--- src/hdl/vplc_pkg.sv ---
// Shared fourcc codes, format descriptor and layout result types.
`default_nettype none
package vplc_pkg;

  // fourcc codes, first character in the low byte
  localparam logic [31:0] FCC_NV12 = 32'h3231564E;
  localparam logic [31:0] FCC_P010 = 32'h30313050;
  localparam logic [31:0] FCC_I420 = 32'h30323449;
  localparam logic [31:0] FCC_YV12 = 32'h32315659;
  localparam logic [31:0] FCC_IMC3 = 32'h33434D49;
  localparam logic [31:0] FCC_422H = 32'h48323234;
  localparam logic [31:0] FCC_422V = 32'h56323234;
  localparam logic [31:0] FCC_444P = 32'h50343434;
  localparam logic [31:0] FCC_YUY2 = 32'h32595559;
  localparam logic [31:0] FCC_UYVY = 32'h59565955;
  localparam logic [31:0] FCC_RGBX = 32'h58424752;
  localparam logic [31:0] FCC_RGBA = 32'h41424752;
  localparam logic [31:0] FCC_BGRX = 32'h58524742;
  localparam logic [31:0] FCC_BGRA = 32'h41524742;

  localparam int PITCH_W  = 16;
  localparam int ROWS_W   = 14;
  localparam int OFFSET_W = 30;

  // Decoded format: table formats use wmul/hmul, semi-planar ones use semi/wide.
  typedef struct packed {
    logic       ok;
    logic [1:0] planes;
    logic       semi;
    logic       wide;
    logic [3:0] wmul0;
    logic [3:0] wmul1;
    logic [3:0] wmul2;
    logic [1:0] hmul0;
    logic [1:0] hmul1;
    logic [1:0] hmul2;
  } fmt_info_t;

  typedef struct packed {
    logic                ok;
    logic [1:0]          plane_count;
    logic [PITCH_W-1:0]  pitch_zero;
    logic [ROWS_W-1:0]   rows_zero;
    logic [PITCH_W-1:0]  pitch_one;
    logic [ROWS_W-1:0]   rows_one;
    logic [PITCH_W-1:0]  pitch_two;
    logic [ROWS_W-1:0]   rows_two;
    logic [OFFSET_W-1:0] offset_one;
    logic [OFFSET_W-1:0] offset_two;
  } layout_t;

endpackage
`default_nettype wire

--- src/hdl/vplc_if.sv ---
// Valid/ready channel interfaces for frame requests and layout results.
`default_nettype none
interface vplc_in_if #(
  parameter int DIM_BITS = 14
);
  logic                valid;
  logic                ready;
  logic [31:0]         format_code;
  logic [DIM_BITS-1:0] pixel_width;
  logic [DIM_BITS-1:0] pixel_height;

  modport source (output valid, output format_code, output pixel_width,
                  output pixel_height, input ready);
  modport sink   (input valid, input format_code, input pixel_width,
                  input pixel_height, output ready);
endinterface

interface vplc_out_if;
  logic                           valid;
  logic                           ready;
  logic                           ok;
  logic [1:0]                     plane_count;
  logic [vplc_pkg::PITCH_W-1:0]  pitch_zero;
  logic [vplc_pkg::ROWS_W-1:0]   rows_zero;
  logic [vplc_pkg::PITCH_W-1:0]  pitch_one;
  logic [vplc_pkg::ROWS_W-1:0]   rows_one;
  logic [vplc_pkg::PITCH_W-1:0]  pitch_two;
  logic [vplc_pkg::ROWS_W-1:0]   rows_two;
  logic [vplc_pkg::OFFSET_W-1:0] offset_one;
  logic [vplc_pkg::OFFSET_W-1:0] offset_two;

  modport source (output valid, output ok, output plane_count, output pitch_zero,
                  output rows_zero, output pitch_one, output rows_one,
                  output pitch_two, output rows_two, output offset_one,
                  output offset_two, input ready);
  modport sink   (input valid, input ok, input plane_count, input pitch_zero,
                  input rows_zero, input pitch_one, input rows_one,
                  input pitch_two, input rows_two, input offset_one,
                  input offset_two, output ready);
endinterface
`default_nettype wire

--- src/hdl/video_plane_layout_calculator.sv ---
// Top level: input register, single-pass layout logic and result register.
//
// Computes the memory layout of a video frame from its fourcc and size: plane
// count, and per plane the pitch in bytes, the row count and the byte offset
// from the frame start. NV12 and P010 are semi-planar; twelve more planar and
// packed formats come from a fixed format table; any other code returns all
// zeros with ok clear. One transaction is accepted every cycle while results are
// taken, and each request is held in the input register, then the format decode,
// shifts and the two pitch-times-rows multipliers feeding the offsets settle
// into the result register. Both stages hold under backpressure, and the input
// side keeps accepting while a result waits as long as the input register is
// empty.
`default_nettype none
module video_plane_layout_calculator #(
  parameter int DIM_BITS = 14
) (
  input  wire logic  clk,
  input  wire logic  rst_n,
  vplc_in_if.sink    in_if,
  vplc_out_if.source out_if
);

  logic                 in_valid_r;
  logic [31:0]          in_code_r;
  logic [DIM_BITS-1:0]  in_w_r;
  logic [DIM_BITS-1:0]  in_h_r;
  logic                 out_valid_r;
  vplc_pkg::layout_t    res_r;
  vplc_pkg::layout_t    res_nxt;
  vplc_pkg::fmt_info_t  info;
  logic                 out_load;
  logic                 in_load;

  // advance each stage when its successor is free or draining
  assign out_load    = !out_valid_r || out_if.ready;
  assign in_load     = !in_valid_r || out_load;
  assign in_if.ready = in_load;

  always_ff @(posedge clk) begin
    if (!rst_n) begin
      in_valid_r  <= 1'b0;
      out_valid_r <= 1'b0;
    end else begin
      if (in_load) begin
        in_valid_r <= in_if.valid;
      end
      if (out_load) begin
        out_valid_r <= in_valid_r;
      end
    end
  end

  always_ff @(posedge clk) begin
    if (in_load && in_if.valid) begin
      in_code_r <= in_if.format_code;
      in_w_r    <= in_if.pixel_width;
      in_h_r    <= in_if.pixel_height;
    end
    if (out_load && in_valid_r) begin
      res_r <= res_nxt;
    end
  end

  vplc_fmt_decode u_decode (
    .code (in_code_r),
    .info (info)
  );

  vplc_layout #(
    .DIM_BITS (DIM_BITS)
  ) u_layout (
    .info (info),
    .w    (in_w_r),
    .h    (in_h_r),
    .res  (res_nxt)
  );

  assign out_if.valid       = out_valid_r;
  assign out_if.ok          = res_r.ok;
  assign out_if.plane_count = res_r.plane_count;
  assign out_if.pitch_zero  = res_r.pitch_zero;
  assign out_if.rows_zero   = res_r.rows_zero;
  assign out_if.pitch_one   = res_r.pitch_one;
  assign out_if.rows_one    = res_r.rows_one;
  assign out_if.pitch_two   = res_r.pitch_two;
  assign out_if.rows_two    = res_r.rows_two;
  assign out_if.offset_one  = res_r.offset_one;
  assign out_if.offset_two  = res_r.offset_two;

endmodule
`default_nettype wire

--- src/hdl/vplc_fmt_decode.sv ---
// Fourcc decoder: maps a format code to its plane count and size multipliers.
`default_nettype none
module vplc_fmt_decode (
  input  wire logic [31:0]         code,
  output vplc_pkg::fmt_info_t      info
);

  always_comb begin
    info = '0;
    unique case (code) inside
      vplc_pkg::FCC_NV12: begin
        info.ok     = 1'b1;
        info.planes = 2'd2;
        info.semi   = 1'b1;
      end
      vplc_pkg::FCC_P010: begin
        info.ok     = 1'b1;
        info.planes = 2'd2;
        info.semi   = 1'b1;
        info.wide   = 1'b1;
      end
      vplc_pkg::FCC_I420, vplc_pkg::FCC_YV12, vplc_pkg::FCC_IMC3: begin
        info.ok     = 1'b1;
        info.planes = 2'd3;
        info.wmul0  = 4'd2;
        info.wmul1  = 4'd1;
        info.wmul2  = 4'd1;
        info.hmul0  = 2'd2;
        info.hmul1  = 2'd1;
        info.hmul2  = 2'd1;
      end
      vplc_pkg::FCC_422H: begin
        info.ok     = 1'b1;
        info.planes = 2'd3;
        info.wmul0  = 4'd2;
        info.wmul1  = 4'd1;
        info.wmul2  = 4'd1;
        info.hmul0  = 2'd2;
        info.hmul1  = 2'd2;
        info.hmul2  = 2'd2;
      end
      vplc_pkg::FCC_422V: begin
        info.ok     = 1'b1;
        info.planes = 2'd3;
        info.wmul0  = 4'd2;
        info.wmul1  = 4'd2;
        info.wmul2  = 4'd2;
        info.hmul0  = 2'd2;
        info.hmul1  = 2'd1;
        info.hmul2  = 2'd1;
      end
      vplc_pkg::FCC_444P: begin
        info.ok     = 1'b1;
        info.planes = 2'd3;
        info.wmul0  = 4'd2;
        info.wmul1  = 4'd2;
        info.wmul2  = 4'd2;
        info.hmul0  = 2'd2;
        info.hmul1  = 2'd2;
        info.hmul2  = 2'd2;
      end
      vplc_pkg::FCC_YUY2, vplc_pkg::FCC_UYVY: begin
        info.ok     = 1'b1;
        info.planes = 2'd1;
        info.wmul0  = 4'd4;
        info.hmul0  = 2'd2;
      end
      vplc_pkg::FCC_RGBX, vplc_pkg::FCC_RGBA, vplc_pkg::FCC_BGRX, vplc_pkg::FCC_BGRA: begin
        info.ok     = 1'b1;
        info.planes = 2'd1;
        info.wmul0  = 4'd8;
        info.hmul0  = 2'd2;
      end
      default: begin
        info = '0;
      end
    endcase
  end

endmodule
`default_nettype wire

--- src/hdl/vplc_layout.sv ---
// Plane geometry: pitches, row counts and packed plane offsets.
`default_nettype none
module vplc_layout #(
  parameter int DIM_BITS = 14
) (
  input  wire vplc_pkg::fmt_info_t  info,
  input  wire logic [DIM_BITS-1:0]  w,
  input  wire logic [DIM_BITS-1:0]  h,
  output vplc_pkg::layout_t         res
);

  localparam int PW  = DIM_BITS + 2;   // widest pitch is 4*w
  localparam int MW  = DIM_BITS + 4;   // w*8 + 1
  localparam int HW  = DIM_BITS + 2;   // h*2 + 1
  localparam int PRW = PW + DIM_BITS;
  localparam int OW  = vplc_pkg::OFFSET_W;
  localparam int PTW = vplc_pkg::PITCH_W;
  localparam int RW  = vplc_pkg::ROWS_W;

  logic [MW-1:0]       tw0, tw1, tw2;
  logic [HW-1:0]       th0, th1, th2;
  logic [DIM_BITS:0]   w_even;
  logic [DIM_BITS:0]   h_up;
  logic [PW-1:0]       sp0, sp1;
  logic [PW-1:0]       p0, p1, p2;
  logic [DIM_BITS-1:0] r0, r1, r2;
  logic [PRW-1:0]      prod0, prod1;
  logic [PRW+OW-1:0]   pe0, pe1;
  logic [OW:0]         sum2;
  logic [PW+PTW-1:0]   px0, px1, px2;
  logic [DIM_BITS+RW-1:0] rx0, rx1, rx2;

  // table formats: (len * mult + 1) >> 1
  assign tw0 = MW'(w) * MW'(info.wmul0) + MW'(1);
  assign tw1 = MW'(w) * MW'(info.wmul1) + MW'(1);
  assign tw2 = MW'(w) * MW'(info.wmul2) + MW'(1);
  assign th0 = HW'(h) * HW'(info.hmul0) + HW'(1);
  assign th1 = HW'(h) * HW'(info.hmul1) + HW'(1);
  assign th2 = HW'(h) * HW'(info.hmul2) + HW'(1);

  // semi-planar: chroma pitch rounded to even, chroma rows ceil(h/2), P010 doubles
  assign w_even = {1'b0, w} + {{DIM_BITS{1'b0}}, w[0]};
  assign h_up   = {1'b0, h} + {{DIM_BITS{1'b0}}, 1'b1};
  assign sp0    = info.wide ? {1'b0, w, 1'b0} : {2'b00, w};
  assign sp1    = info.wide ? {w_even, 1'b0} : {1'b0, w_even};

  always_comb begin
    if (info.semi) begin
      p0 = sp0;
      r0 = h;
      p1 = sp1;
      r1 = h_up[DIM_BITS:1];
      p2 = '0;
      r2 = '0;
    end else begin
      p0 = tw0[PW:1];
      r0 = th0[DIM_BITS:1];
      p1 = tw1[PW:1];
      r1 = th1[DIM_BITS:1];
      p2 = tw2[PW:1];
      r2 = th2[DIM_BITS:1];
    end
  end

  assign prod0 = PRW'(p0) * PRW'(r0);
  assign prod1 = PRW'(p1) * PRW'(r1);
  assign pe0   = {{OW{1'b0}}, prod0};
  assign pe1   = {{OW{1'b0}}, prod1};
  assign sum2  = {1'b0, pe0[OW-1:0]} + {1'b0, pe1[OW-1:0]};

  assign px0 = {{PTW{1'b0}}, p0};
  assign px1 = {{PTW{1'b0}}, p1};
  assign px2 = {{PTW{1'b0}}, p2};
  assign rx0 = {{RW{1'b0}}, r0};
  assign rx1 = {{RW{1'b0}}, r1};
  assign rx2 = {{RW{1'b0}}, r2};

  always_comb begin
    res             = '0;
    res.ok          = info.ok;
    res.plane_count = info.planes;
    res.pitch_zero  = px0[PTW-1:0];
    res.rows_zero   = rx0[RW-1:0];
    res.pitch_one   = px1[PTW-1:0];
    res.rows_one    = rx1[RW-1:0];
    res.pitch_two   = px2[PTW-1:0];
    res.rows_two    = rx2[RW-1:0];
    if (info.planes > 2'd1) begin
      res.offset_one = pe0[OW-1:0];
    end
    if (info.planes > 2'd2) begin
      res.offset_two = sum2[OW-1:0];
    end
  end

endmodule
`default_nettype wire

--- src/flat_wrapper.sv ---
// flat-port wrapper written by rule: the top's interface ports become plain ports
module video_plane_layout_calculator_flat 
#(
  parameter int DIM_BITS = 14
)
  (clk, rst_n, in_if_valid, in_if_format_code, in_if_pixel_width, in_if_pixel_height, in_if_ready, out_if_valid, out_if_ok, out_if_plane_count, out_if_pitch_zero, out_if_rows_zero, out_if_pitch_one, out_if_rows_one, out_if_pitch_two, out_if_rows_two, out_if_offset_one, out_if_offset_two, out_if_ready);
  vplc_in_if #(.DIM_BITS(DIM_BITS)) in_if_i ();
  vplc_out_if out_if_i ();
  input  wire logic clk;
  input  wire logic rst_n;
  input wire logic [$bits(in_if_i.valid)-1:0] in_if_valid;
  input wire logic [$bits(in_if_i.format_code)-1:0] in_if_format_code;
  input wire logic [$bits(in_if_i.pixel_width)-1:0] in_if_pixel_width;
  input wire logic [$bits(in_if_i.pixel_height)-1:0] in_if_pixel_height;
  output wire logic [$bits(in_if_i.ready)-1:0] in_if_ready;
  output wire logic [$bits(out_if_i.valid)-1:0] out_if_valid;
  output wire logic [$bits(out_if_i.ok)-1:0] out_if_ok;
  output wire logic [$bits(out_if_i.plane_count)-1:0] out_if_plane_count;
  output wire logic [$bits(out_if_i.pitch_zero)-1:0] out_if_pitch_zero;
  output wire logic [$bits(out_if_i.rows_zero)-1:0] out_if_rows_zero;
  output wire logic [$bits(out_if_i.pitch_one)-1:0] out_if_pitch_one;
  output wire logic [$bits(out_if_i.rows_one)-1:0] out_if_rows_one;
  output wire logic [$bits(out_if_i.pitch_two)-1:0] out_if_pitch_two;
  output wire logic [$bits(out_if_i.rows_two)-1:0] out_if_rows_two;
  output wire logic [$bits(out_if_i.offset_one)-1:0] out_if_offset_one;
  output wire logic [$bits(out_if_i.offset_two)-1:0] out_if_offset_two;
  input wire logic [$bits(out_if_i.ready)-1:0] out_if_ready;
  assign in_if_i.valid = in_if_valid;
  assign in_if_i.format_code = in_if_format_code;
  assign in_if_i.pixel_width = in_if_pixel_width;
  assign in_if_i.pixel_height = in_if_pixel_height;
  assign in_if_ready = in_if_i.ready;
  assign out_if_valid = out_if_i.valid;
  assign out_if_ok = out_if_i.ok;
  assign out_if_plane_count = out_if_i.plane_count;
  assign out_if_pitch_zero = out_if_i.pitch_zero;
  assign out_if_rows_zero = out_if_i.rows_zero;
  assign out_if_pitch_one = out_if_i.pitch_one;
  assign out_if_rows_one = out_if_i.rows_one;
  assign out_if_pitch_two = out_if_i.pitch_two;
  assign out_if_rows_two = out_if_i.rows_two;
  assign out_if_offset_one = out_if_i.offset_one;
  assign out_if_offset_two = out_if_i.offset_two;
  assign out_if_i.ready = out_if_ready;
  video_plane_layout_calculator #(.DIM_BITS(DIM_BITS)) u_core (.clk(clk), .rst_n(rst_n), .in_if(in_if_i), .out_if(out_if_i));
endmodule
--- config.mk ---
export PLATFORM = sky130hd
export DESIGN_NAME = video_plane_layout_calculator_flat
export DESIGN_NICKNAME = d
export VERILOG_FILES = /design/src/hdl/vplc_pkg.sv /design/src/hdl/vplc_if.sv /design/src/hdl/video_plane_layout_calculator.sv /design/src/hdl/vplc_fmt_decode.sv /design/src/hdl/vplc_layout.sv /design/src/flat_wrapper.sv
export SDC_FILE = /design/constraint.sdc
export NUM_CORES = 1
export LEC_CHECK = 0
export BUFFER_PORTS_ARGS = -buffer_cell sky130_fd_sc_hd__buf_4
export CAP_MARGIN = 20
export CORE_ASPECT_RATIO = 0.9
export CORE_UTILIZATION = 25
export CTS_CLUSTER_DIAMETER = 30
export CTS_CLUSTER_SIZE = 12
export DETAILED_ROUTE_END_ITERATION = 16
export GPL_ROUTABILITY_DRIVEN = 0
export MAX_ROUTING_LAYER = met4
export PLACE_DENSITY_LB_ADDON = 0.3
export SETUP_SLACK_MARGIN = 0.02
export SYNTH_ARGS = -nofsm -noshare
export SYNTH_HDL_FRONTEND = slang
export SYNTH_HIERARCHICAL = 1
export SYNTH_SLANG_ARGS = --single-unit
--- constraint.sdc ---
create_clock -name clk -period 35.8 [get_ports clk]
set_clock_uncertainty 0.2 [all_clocks]
set_input_delay 5.37 -clock clk [delete_from_list [all_inputs] [get_ports clk]]
set_output_delay 5.37 -clock clk [all_outputs]
set_load 0.05 [all_outputs]
==> impl_metrics.json, run 1 <==
{
  "power_mw": 1.21,
  "relSlewSlack_pct": 23.2,
  "path_clk_slew_ps": 50,
  "worst_slack_ps": 19490,
  "cp_slowest_stage_delay_ps": 830,
  "r2r-start": "u_core/in_code_r[28]$_DFFE_PP_",
  "grtUsageTotal_pct": 15.7,
  "cellLeakagePower_nw": 16.8,
  "fin_cells": 5278,
  "drt-initial-drc-count": 1605,
  "fillCellCount": 13000,
  "synth_top_family_by_area": "adder cells",
  "clock_path_buffers": 3,
  "final_layout_size_suffix_gt1_share_pct": 11.9,
  "drv_cap": 0,
  "start_util_pct": 25.3,
  "synth_top_area_share_pct": 27.8,
  "path_common_cell": "fa_1",
  "finalHoldViolCount": 0,
  "tritoncts.num_buffers": 60,
  "max_freq_ghz": 0.0613,
  "slew_viol_final": 0,
  "rsz0062_at_grt": "no",
  "finalCritPeriodShare_pct": 45.6,
  "rrSetupSlack_ps": 19490,
  "port_buffers": 218,
  "synth_simple_gate_area_share_pct": 18.3,
  "hp-class": "register to register",
  "ys_seq_elements": 215,
  "synth_edf_count": 213,
  "fin_util_pct": 29.8,
  "grt_pass1_vias": 24800,
  "grt-ovfl-total": 0,
  "grt_max_degree": 65,
  "muxShareOfSynthArea_pct": 1.12,
  "drc": 0,
  "syn-mean-instance-area_um2": 9.17,
  "syn-cell-area_mm2": 0.0313,
  "ant_nets": 0,
  "holdPathStages": 2,
  "first_pass_iters": 6,
  "cts.sink_count": 215,
  "critPathMaxFanout": 14,
  "dpl_worst_slack_ps": 19610,
  "core-area_mm2": 0.123,
  "via_count": 24200,
  "syn_inst": 3411,
  "cts_tree": "built",
  "r2r_cells": 57,
  "postCtsSetupBuffers": 0,
  "period_minus_slack_ps": 16310,
  "grt_pass1_wl_um": 147000,
  "insertion_delay_ps": 630,
  "nNetsFinal": 4396,
  "die_x_um": 375,
  "wl_um": 95500,
  "fp-row-count": 122,
  "wl_per_cell_um": 18.1,
  "synthTopCellsByArea": "fa_1, edfxtp_1, ha_1",
  "arrival_ps": 16480,
  "antenna_found_initial": 3,
  "synth_compound_area_share_pct": 8.07,
  "holdCritStartpoint": "u_core/out_if.valid$_SDFFE_PN0P_",
  "setup_viol": 0,
  "synth.largest_area_cell": "fa_1",
  "io_pins": 219,
  "synthFlopType": "edfxtp_1",
  "cts_hold_buf": 0,
  "cp-start-kind": "register",
  "synthArstFlopShare_pct": 0,
  "worstReg2RegEnd": "u_core/out_if.offset_two[29]$_DFFE_PP_",
  "dp.cells": 5165,
  "avgViaCountPerCell": 4.58,
  "end_kind": "register",
  "worstHoldEndpoint": "u_core/in_valid_r$_SDFFE_PN0P_",
  "cts.htree.levels": 2,
  "synth_xor_area_share_pct": 3.78,
  "area_growth_syn_to_layout_pct": 17.9,
  "p_per_area_mw_per_mm2": 32.9,
  "critical_path.slowest_cell": "a2111oi_0",
  "ctsResizeCount": 0,
  "yosysSeqAreaShare_pct": 20.6,
  "status": "completed",
  "synth_cell_types": 83,
  "peakVddDrop_mv": 0.0375,
  "setup_tns_ps": 0,
  "yosysWarnings": 6,
  "tightest_slew_ps": 1150,
  "die-area_mm2": 0.126,
  "final_common_cell": "inv_1",
  "crit_type": "register to register",
  "root_buffer": "clkbuf_16",
  "layout_common_cells": "inv_1, nand2_1, fa_1, ha_1, buf_4",
  "hpwl_um": 75100,
  "die_y_um": 337,
  "required_ps": 35960,
  "synth_fa_ha_area_share_pct": 39.1
}
==> layer usage <==
| metal | wire length, um | vias up | track usage (%) |
|---|---|---|---|
| met5 | 0 | - | - |
| met4 | 2570 | 0 | 4.69 |
| met3 | 7180 | 124 | 4.03 |
| met2 | 41800 | 621 | 23.7 |
| met1 | 43900 | 12100 | 20.6 |
| li1 | - | 11300 | - |
==> kinds of logic after synthesis <==
logic type               Yosys count
AO/OA/AOI/OAI                    389
XOR/XNOR                         135
adder cells (fa/ha/maj)          717
buffers and inverters            738
flip-flops                       215
multiplexers                      31
other                              1
AND/OR/NAND/NOR                 1185
==> worst max-delay path by stage <==
stage | startpoint | slack, ps | to
6_report | u_core/in_code_r[28]$_DFFE_PP_ | 19490 | u_core/out_if.offset_two[29]$_DFFE_PP_
5_1_grt | u_core/in_code_r[29]$_DFFE_PP_ | 18380 | u_core/out_if.offset_two[29]$_DFFE_PP_
4_1_cts | u_core/in_code_r[14]$_DFFE_PP_ | 19580 | u_core/out_if.offset_two[29]$_DFFE_PP_
3_5_place_dp | u_core/in_code_r[24]$_DFFE_PP_ | 19610 | u_core/out_if.offset_two[29]$_DFFE_PP_
3_3_place_gp | u_core/in_code_r[24]$_DFFE_PP_ | 20040 | u_core/out_if.offset_two[29]$_DFFE_PP_
2_1_floorplan | u_core/in_code_r[25]$_DFFE_PP_ | 21410 | u_core/out_if.offset_two[29]$_DFFE_PP_
==> worst max-delay path: cells and delay by family (launching register included) <==
| kind | cells | cell delay (ps) |
|---|---|---|
| adders and majority gates | 17 | 7860 |
| AOI/OAI and AO/OA | 12 | 3610 |
| and+or+nand+nor | 14 | 2600 |
| buffers and inverters | 11 | 520 |
| muxes | 1 | 490 |
| DFF | 1 | 470 |
| xor gates and xnor gates | 2 | 240 |
==> registers in the layout (all words and copies together) (netlist names), 14 cells and up <==
register / flops
u_core/in_code_r: 32
u_core/in_h_r: 14
u_core/in_w_r: 14
u_core/out_if.offset_one: 30
u_core/out_if.offset_two: 30
u_core/out_if.pitch_one: 16
u_core/out_if.pitch_two: 16
u_core/out_if.pitch_zero: 16
u_core/out_if.rows_one: 14
u_core/out_if.rows_two: 14
u_core/out_if.rows_zero: 14
==> metrics by stage <==
step	instance area (um2)	hold WS, ps
final	36900	325
after global routing	36900	343
after CTS	36900	331
after detailed placement	34800	325
after global placement	34800	323
after floorplan	31300	332
==> synth_stat cells (53+ instances only) <==
cell type and n:
inv_1 585, and2_1 237, xnor2_1 82, a21oi_1 114
xor2_1 53, o21ai_0 62, nor2_1 222, ha_1 283
clkbuf_1 107, nand2_1 493, edfxtp_1 213, fa_1 434
==> where the power goes <==
| part | internal [mW] | switching (mW) | total [mW] |
|---|---|---|---|
| sequential | 0.293 | 0.00853 | 0.302 |
| clock | 0.356 | 0.171 | 0.527 |
| combinational | 0.131 | 0.252 | 0.382 |
==> area by class of cell <==
class                      instances  area (um2)  area share (%)
multi-input combinational       2463       22100            59.9
sequential                       215        6440            17.5
inverter                         599        2250            6.11
timing repair buffer             276        2070            5.62
tap                             1612        2020            5.47
clock buffer                      69        1580            4.28
clock inverter                    43         427            1.16
antenna                            1        2.50         0.00679
(Power assumes the default switching activity.)
==> run 2: changes to the inputs <==
Settings changed: ABC_AREA set to 1.
Clock period 35.8 ns to 13.9 ns, I/O delays scaled along.
==> run 2 against run 1 <==
Compared with the run above: clock power grew to 3.0 times the previous value; cell area increased by 8.4%; via count grew 16%; critical path depth rose by 4; synthesized cell count up 23%; largest cell class unchanged; final cell count rose by 18%.
==> impl_metrics.json, run 2 <==
{
  "synth.largest_area_cell": "fa_1",
  "final_layout_size_suffix_gt1_share_pct": 15.2,
  "port_buffers": 218,
  "io_pins": 219,
  "synth_top_area_share_pct": 26.3,
  "rrSetupSlack_ps": 520,
  "setup_viol": 0,
  "grtUsageTotal_pct": 16.8,
  "hpwl_um": 85600,
  "grt_pass1_wl_um": 166000,
  "max_freq_ghz": 0.0747,
  "first_pass_iters": 6,
  "finalHoldViolCount": 0,
  "grt-ovfl-total": 0,
  "crit_type": "register to register",
  "worst_slack_ps": 520,
  "dpl_worst_slack_ps": -144,
  "ant_nets": 0,
  "max_flop_register": "u_core/in_code_r",
  "final_common_cell": "nand2_1",
  "fin_util_pct": 30.5,
  "wl_per_cell_um": 17.1,
  "cp-start-kind": "register",
  "synth_commonest_cells": "nand2_1, inv_1, fa_1, nor2_1, ha_1",
  "yosysWarnings": 6,
  "cellLeakagePower_nw": 20.1,
  "die_x_um": 385,
  "critPathMaxFanout": 7,
  "layout_common_cells": "nand2_1, inv_1, fa_1, nor2_1, buf_4",
  "syn-cell-area_mm2": 0.0330,
  "tightest_slew_ps": 1060,
  "synth_edf_count": 213,
  "peakVddDrop_mv": 0.0799,
  "avgViaCountPerCell": 4.50,
  "synthMostInstantiatedCell": "nand2_1",
  "path_clk_slew_ps": 40,
  "area_growth_syn_to_layout_pct": 21.1,
  "relSlewSlack_pct": 29.5,
  "syn-mean-instance-area_um2": 7.85,
  "via_count": 28100,
  "syn_inst": 4201,
  "start_util_pct": 25.2,
  "core-area_mm2": 0.131,
  "cts.sink_count": 215,
  "cp_slowest_stage_delay_ps": 550,
  "largest_reg_flops": 32,
  "finalCritPeriodShare_pct": 96.3,
  "ys_seq_elements": 215,
  "drv_cap": 0,
  "end_kind": "register",
  "die-area_mm2": 0.133,
  "r2r-start": "u_core/in_code_r[12]$_DFFE_PP_",
  "synthTopCellsByArea": "fa_1, edfxtp_1, nand2_1",
  "whs_ps": 312,
  "status": "completed",
  "critPathLaunch": "u_core/in_code_r[12]$_DFFE_PP_",
  "antenna_found_initial": 2,
  "slew_viol_final": 0,
  "cts_tree": "built",
  "holdCritStartpoint": "u_core/in_valid_r$_SDFFE_PN0P_",
  "required_ps": 14090,
  "insertion_delay_ps": 640,
  "drt-initial-drc-count": 1944,
  "synthFlopType": "edfxtp_1",
  "final_area_mm2": 0.0399,
  "root_buffer": "clkbuf_16",
  "tritoncts.num_buffers": 69,
  "grt_pass1_vias": 28300,
  "synth_cell_types": 62,
  "grt_max_degree": 137,
  "die_y_um": 347,
  "drc": 0,
  "arrival_ps": 13570,
  "place_area_mm2": 0.0367,
  "critical_path.slowest_cell": "fa_1",
  "hp-class": "register to register",
  "nNetsFinal": 5252,
  "period_minus_slack_ps": 13380,
  "cts.htree.levels": 3,
  "cts_hold_buf": 0,
  "fp-row-count": 126,
  "clock_path_buffers": 3,
  "yosysSeqAreaShare_pct": 19.5,
  "wl_um": 107000,
  "synthArstFlopShare_pct": 0,
  "p_per_area_mw_per_mm2": 88.4
}
## run 2: changes by cell type in the layout (fill, tap and decap cells not counted), moves of 29 or more
cell	change
o21ai_0	+55
nor2_1	+134
inv_1	+351
buf_4	+52
nand2_1	+479
nand3_1	+82
nor2_2	+36
and2_1	-232
nand2_2	+42
a21oi_1	+65
inv_2	+37
xnor2_1	-61
nor2b_1	-29
## run 2: what timing repair did
item	4_1_cts	5_1_grt
setup buffers	0	28
resized for setup	8	161
hold endpoints to repair	0	0
endpoints found under the setup margin	7	19
pin swaps	0	49
## run 2: worst max-delay path: cells and delay by family, from the launching register on
kind	cells	cell delay, ps
DFF	1	400
adders and majority gates	17	7720
and+or+nand+nor	17	1900
AOI/OAI and AO/OA	7	990
buffers and inverters	18	1550
xor gates and xnor gates	2	370
## run 2: logic make-up (layout without fill, tap and decap cells)
group	Yosys count	count (layout)	synth area share, %
and+or+nand+nor	1649	1649	20.8
buffers and inverters	1116	1433	13.4
adders and majority gates	717	717	37.1
AOI/OAI and AO/OA	435	435	7.36
DFF	215	215	19.5
xor gates and xnor gates	67	67	1.78
other	1	7	0.0114
muxes	1	1	0.0683
## run 2: path summary, 6_finish.rpt
check                                            to  depth (start not counted)
min reg2reg          u_core/in_valid_r$_SDFFE_PN0P_                          2
max          u_core/out_if.offset_two[29]$_DFFE_PP_                         61
min                  u_core/in_valid_r$_SDFFE_PN0P_                          2
max reg2reg  u_core/out_if.offset_two[29]$_DFFE_PP_                         61
## run 2: cell type report
type | instances | area, um2
Antenna cell | 1 | 2.50
Clock buffer | 82 | 1800
Clock inverter | 41 | 520
Fill cell | 14000 | 91100
Inverter | 981 | 3690
Multi-Input combinational cell | 2875 | 22800
Sequential cell | 215 | 6440
Tap cell | 1728 | 2160
Timing Repair Buffer | 329 | 2480
## run 2: stage by stage
stage / setup TNS (ps) / std cells / total power, mW
2_1_floorplan: 0 / 4206 / 1.50
3_5_place_dp: -327 / 6100 / 1.86
4_1_cts: 0 / 6223 / 3.48
6_report: 0 / 6252 / 3.53
5_1_grt: -523 / 6251 / 3.76
3_3_place_gp: -102 / 6100 / 1.85
## run 2: power breakdown
group          leakage, nW  switching (mW)  total (mW)  internal [mW]
sequential            2.13          0.0259       0.777          0.751
combinational         16.9           0.776        1.18          0.405
clock                 1.12           0.474        1.57           1.10
## run 2: metal layers
metal / vias to the layer above / track usage, % / share of wire [%]
li1: 13400 / - / -
met1: 13900 / 23.0 / 47
met2: 766 / 25.4 / 45
met3: 108 / 3.10 / 6.0
met4: 0 / 3.90 / 1.6
met5: - / - / 0
==> run 3: changes to the inputs <==
Settings changed: SYNTH_HIERARCHICAL 1 to unset.
==> run 3 against run 2 <==
Compared with the run above: combinational power is 89% lower; critical endpoint is now u_core.out_if.offset_two[27]$_SDFFCE_PP0P_; critical path type unchanged; register-to-register slack better by 90 ps; first-iteration DRC count is 18% lower; sequential power is 2.6% lower.
==> impl_metrics.json, run 3 <==
{
  "r2r-start": "u_core.in_code_r[9]$_DFFE_PP_",
  "synthArstFlopShare_pct": 0,
  "crit_type": "register to register",
  "max_freq_ghz": 0.0753,
  "hpwl_um": 81900,
  "synthMostInstantiatedCell": "inv_1",
  "antenna_found_initial": 1,
  "synthTopCellsByArea": "fa_1, edfxtp_1, ha_1",
  "io_pins": 219,
  "synth_nets": 4207,
  "syn-cell-area_mm2": 0.0291,
  "synth_commonest_cells": "inv_1, nand2_1, nor2_1, fa_1, ha_1",
  "fin_cells": 5459,
  "first_pass_iters": 5,
  "required_ps": 14080,
  "clock_path_buffers": 3,
  "rsz0062_at_grt": "yes",
  "finalCritPeriodShare_pct": 95.6,
  "period_minus_slack_ps": 13290,
  "wl_per_cell_um": 18.0,
  "avgViaCountPerCell": 4.48,
  "final_common_cell": "inv_1",
  "critical_path.slowest_cell": "fa_1",
  "max_flop_register": "u_core.in_code_r",
  "setup_viol": 0,
  "synthFlopType": "edfxtp_1",
  "root_buffer": "clkbuf_16",
  "grt_max_degree": 63,
  "yosysSeqAreaShare_pct": 22.0,
  "grt_pass1_wl_um": 151000,
  "dpl_worst_slack_ps": -134,
  "core-area_mm2": 0.115,
  "ys_seq_elements": 214,
  "critPathMaxFanout": 12,
  "end_kind": "register",
  "synth_top_area_share_pct": 26.6,
  "grt_pass1_vias": 25300,
  "cts.sink_count": 214,
  "syn-mean-instance-area_um2": 8.28,
  "worst_slack_ps": 613,
  "ant_nets": 0,
  "die_y_um": 325,
  "holdPathStages": 2,
  "wl_um": 98500,
  "rrSetupSlack_ps": 610,
  "arrival_ps": 13470,
  "cellLeakagePower_nw": 17.7,
  "p_per_area_mw_per_mm2": 63.1,
  "finalHoldViolCount": 0,
  "drv_cap": 0,
  "die_x_um": 361,
  "holdCritStartpoint": "u_core.in_valid_r$_SDFFE_PN0N_",
  "synth_edf_count": 212,
  "synth.largest_area_cell": "fa_1",
  "syn_inst": 3509,
  "path_clk_slew_ps": 40,
  "grtUsageTotal_pct": 17.5,
  "relSlewSlack_pct": 26.6,
  "largest_reg_flops": 32,
  "yosysWarnings": 0,
  "drc": 0,
  "tightest_slew_ps": 1100,
  "path_common_cell": "fa_1",
  "area_growth_syn_to_layout_pct": 24.6,
  "cts.htree.levels": 2,
  "nNetsFinal": 4604,
  "cp_slowest_stage_delay_ps": 570,
  "cts_hold_buf": 0,
  "cts_tree": "built",
  "worstReg2RegEnd": "u_core.out_if.offset_two[27]$_SDFFCE_PP0P_",
  "tritoncts.num_buffers": 61,
  "cp-start-kind": "register",
  "synth_cell_types": 57,
  "peakVddDrop_mv": 0.101,
  "dp.cells": 5319,
  "drt-initial-drc-count": 1599,
  "final_layout_size_suffix_gt1_share_pct": 18.8,
  "status": "completed",
  "fp-row-count": 118,
  "insertion_delay_ps": 640,
  "slew_viol_final": 0,
  "die-area_mm2": 0.118,
  "grt-ovfl-total": 0,
  "port_buffers": 217,
  "worstHoldEndpoint": "u_core.out_if.valid$_SDFFE_PN0P_",
  "layout_common_cells": "inv_1, nand2_1, nor2_1, buf_4, fa_1",
  "via_count": 24400,
  "hp-class": "register to register",
  "start_util_pct": 25.2,
  "r2r_cells": 66
}
run 3: cell types whose count changed in the layout (fill, tap and decap cells not counted), sizes merged, moves of 42 or more:
cell	previous run	this run
buf	329	400
nor2	408	452
a21oi	207	150
o21ai	140	98
nand2	1016	753
inv	979	804
fa	434	386
run 3: kinds of logic after synthesis:
group                      count (synthesis)  synth area share (%)
AOI/OAI and AO/OA                        312                  6.28
xor gates and xnor gates                  76                  2.29
adders and majority gates                634                  37.3
buffers and inverters                    869                  12.0
DFF                                      214                  22.0
other                                      1                0.0129
and+or+nand+nor                         1403                  20.1
run 3: repair_timing:
action	CTS	global route
gates resized for setup	13	141
cloned	0	0
setup endpoints to repair	13	19
setup buffers	2	22
pin swaps	4	56
hold endpoints to repair	0	0
run 3: worst max-delay path by stage:
| stage | start | to | slack [ps] | cells past startpoint |
|---|---|---|---|---|
| final | u_core.in_code_r[9]$_DFFE_PP_ | u_core.out_if.offset_two[27]$_SDFFCE_PP0P_ | 610 | 66 |
| after global routing | u_core.in_code_r[9]$_DFFE_PP_ | u_core.out_if.offset_two[24]$_SDFFCE_PP0P_ | -50 | 62 |
| after CTS | u_core.in_code_r[19]$_DFFE_PP_ | u_core.out_if.offset_two[29]$_SDFFCE_PP0P_ | 20 | 63 |
| after detailed placement | u_core.in_code_r[1]$_DFFE_PP_ | u_core.out_if.offset_two[29]$_SDFFCE_PP0P_ | -130 | 57 |
| after global placement | u_core.in_code_r[1]$_DFFE_PP_ | u_core.out_if.offset_two[24]$_SDFFCE_PP0P_ | 30 | 57 |
| after floorplan | u_core.in_code_r[16]$_DFFE_PP_ | u_core.out_if.offset_two[27]$_SDFFCE_PP0P_ | 720 | 65 |
run 3: stage by stage:
step           total power, mW  area, um2  TNS [ps]  util (%)  hold WS, ps
6_report                  2.29      36200         0      31.4          326
5_1_grt                   2.37      36200      -111      31.4          358
4_1_cts                   2.32      35400         0      30.8          331
3_5_place_dp             0.889      33300      -352      28.9          327
3_3_place_gp             0.890      33300         0      28.9          315
2_1_floorplan            0.833      29100         0         -          248
run 3: layout make-up:
cell class                 instances  area [um2]
tap                             1500        1880
sequential                       214        6410
inverter                         803        3020
multi-input combinational       2426       19800
clock buffer                      71        1590
antenna                            2        5.00
fill                           12300       79000
timing repair buffer             400        3020
clock inverter                    43         485
run 3: power breakdown:
part | total, mW | internal (mW) | switching (mW)
sequential | 0.757 | 0.735 | 0.0217
clock | 1.40 | 0.970 | 0.434
combinational | 0.124 | 0.0363 | 0.0882
run 3: per-layer routing:
metal / up-vias / share of wire [%] / GRT usage (%)
li1: 11600 / - / -
met1: 12000 / 45 / 22.6
met2: 716 / 44 / 26.6
met3: 149 / 7.6 / 4.46
met4: 0 / 3.5 / 5.82
met5: - / 0 / -
run 3: worst max-delay path, delay by kind of cell, from the launching register on:
family                     cells  cell delay, ps
buffers and inverters         18            1280
and+or+nand+nor               22            2250
DFF                            1             430
AOI/OAI and AO/OA              7            1070
xor gates and xnor gates       2             270
adders and majority gates     17            7510
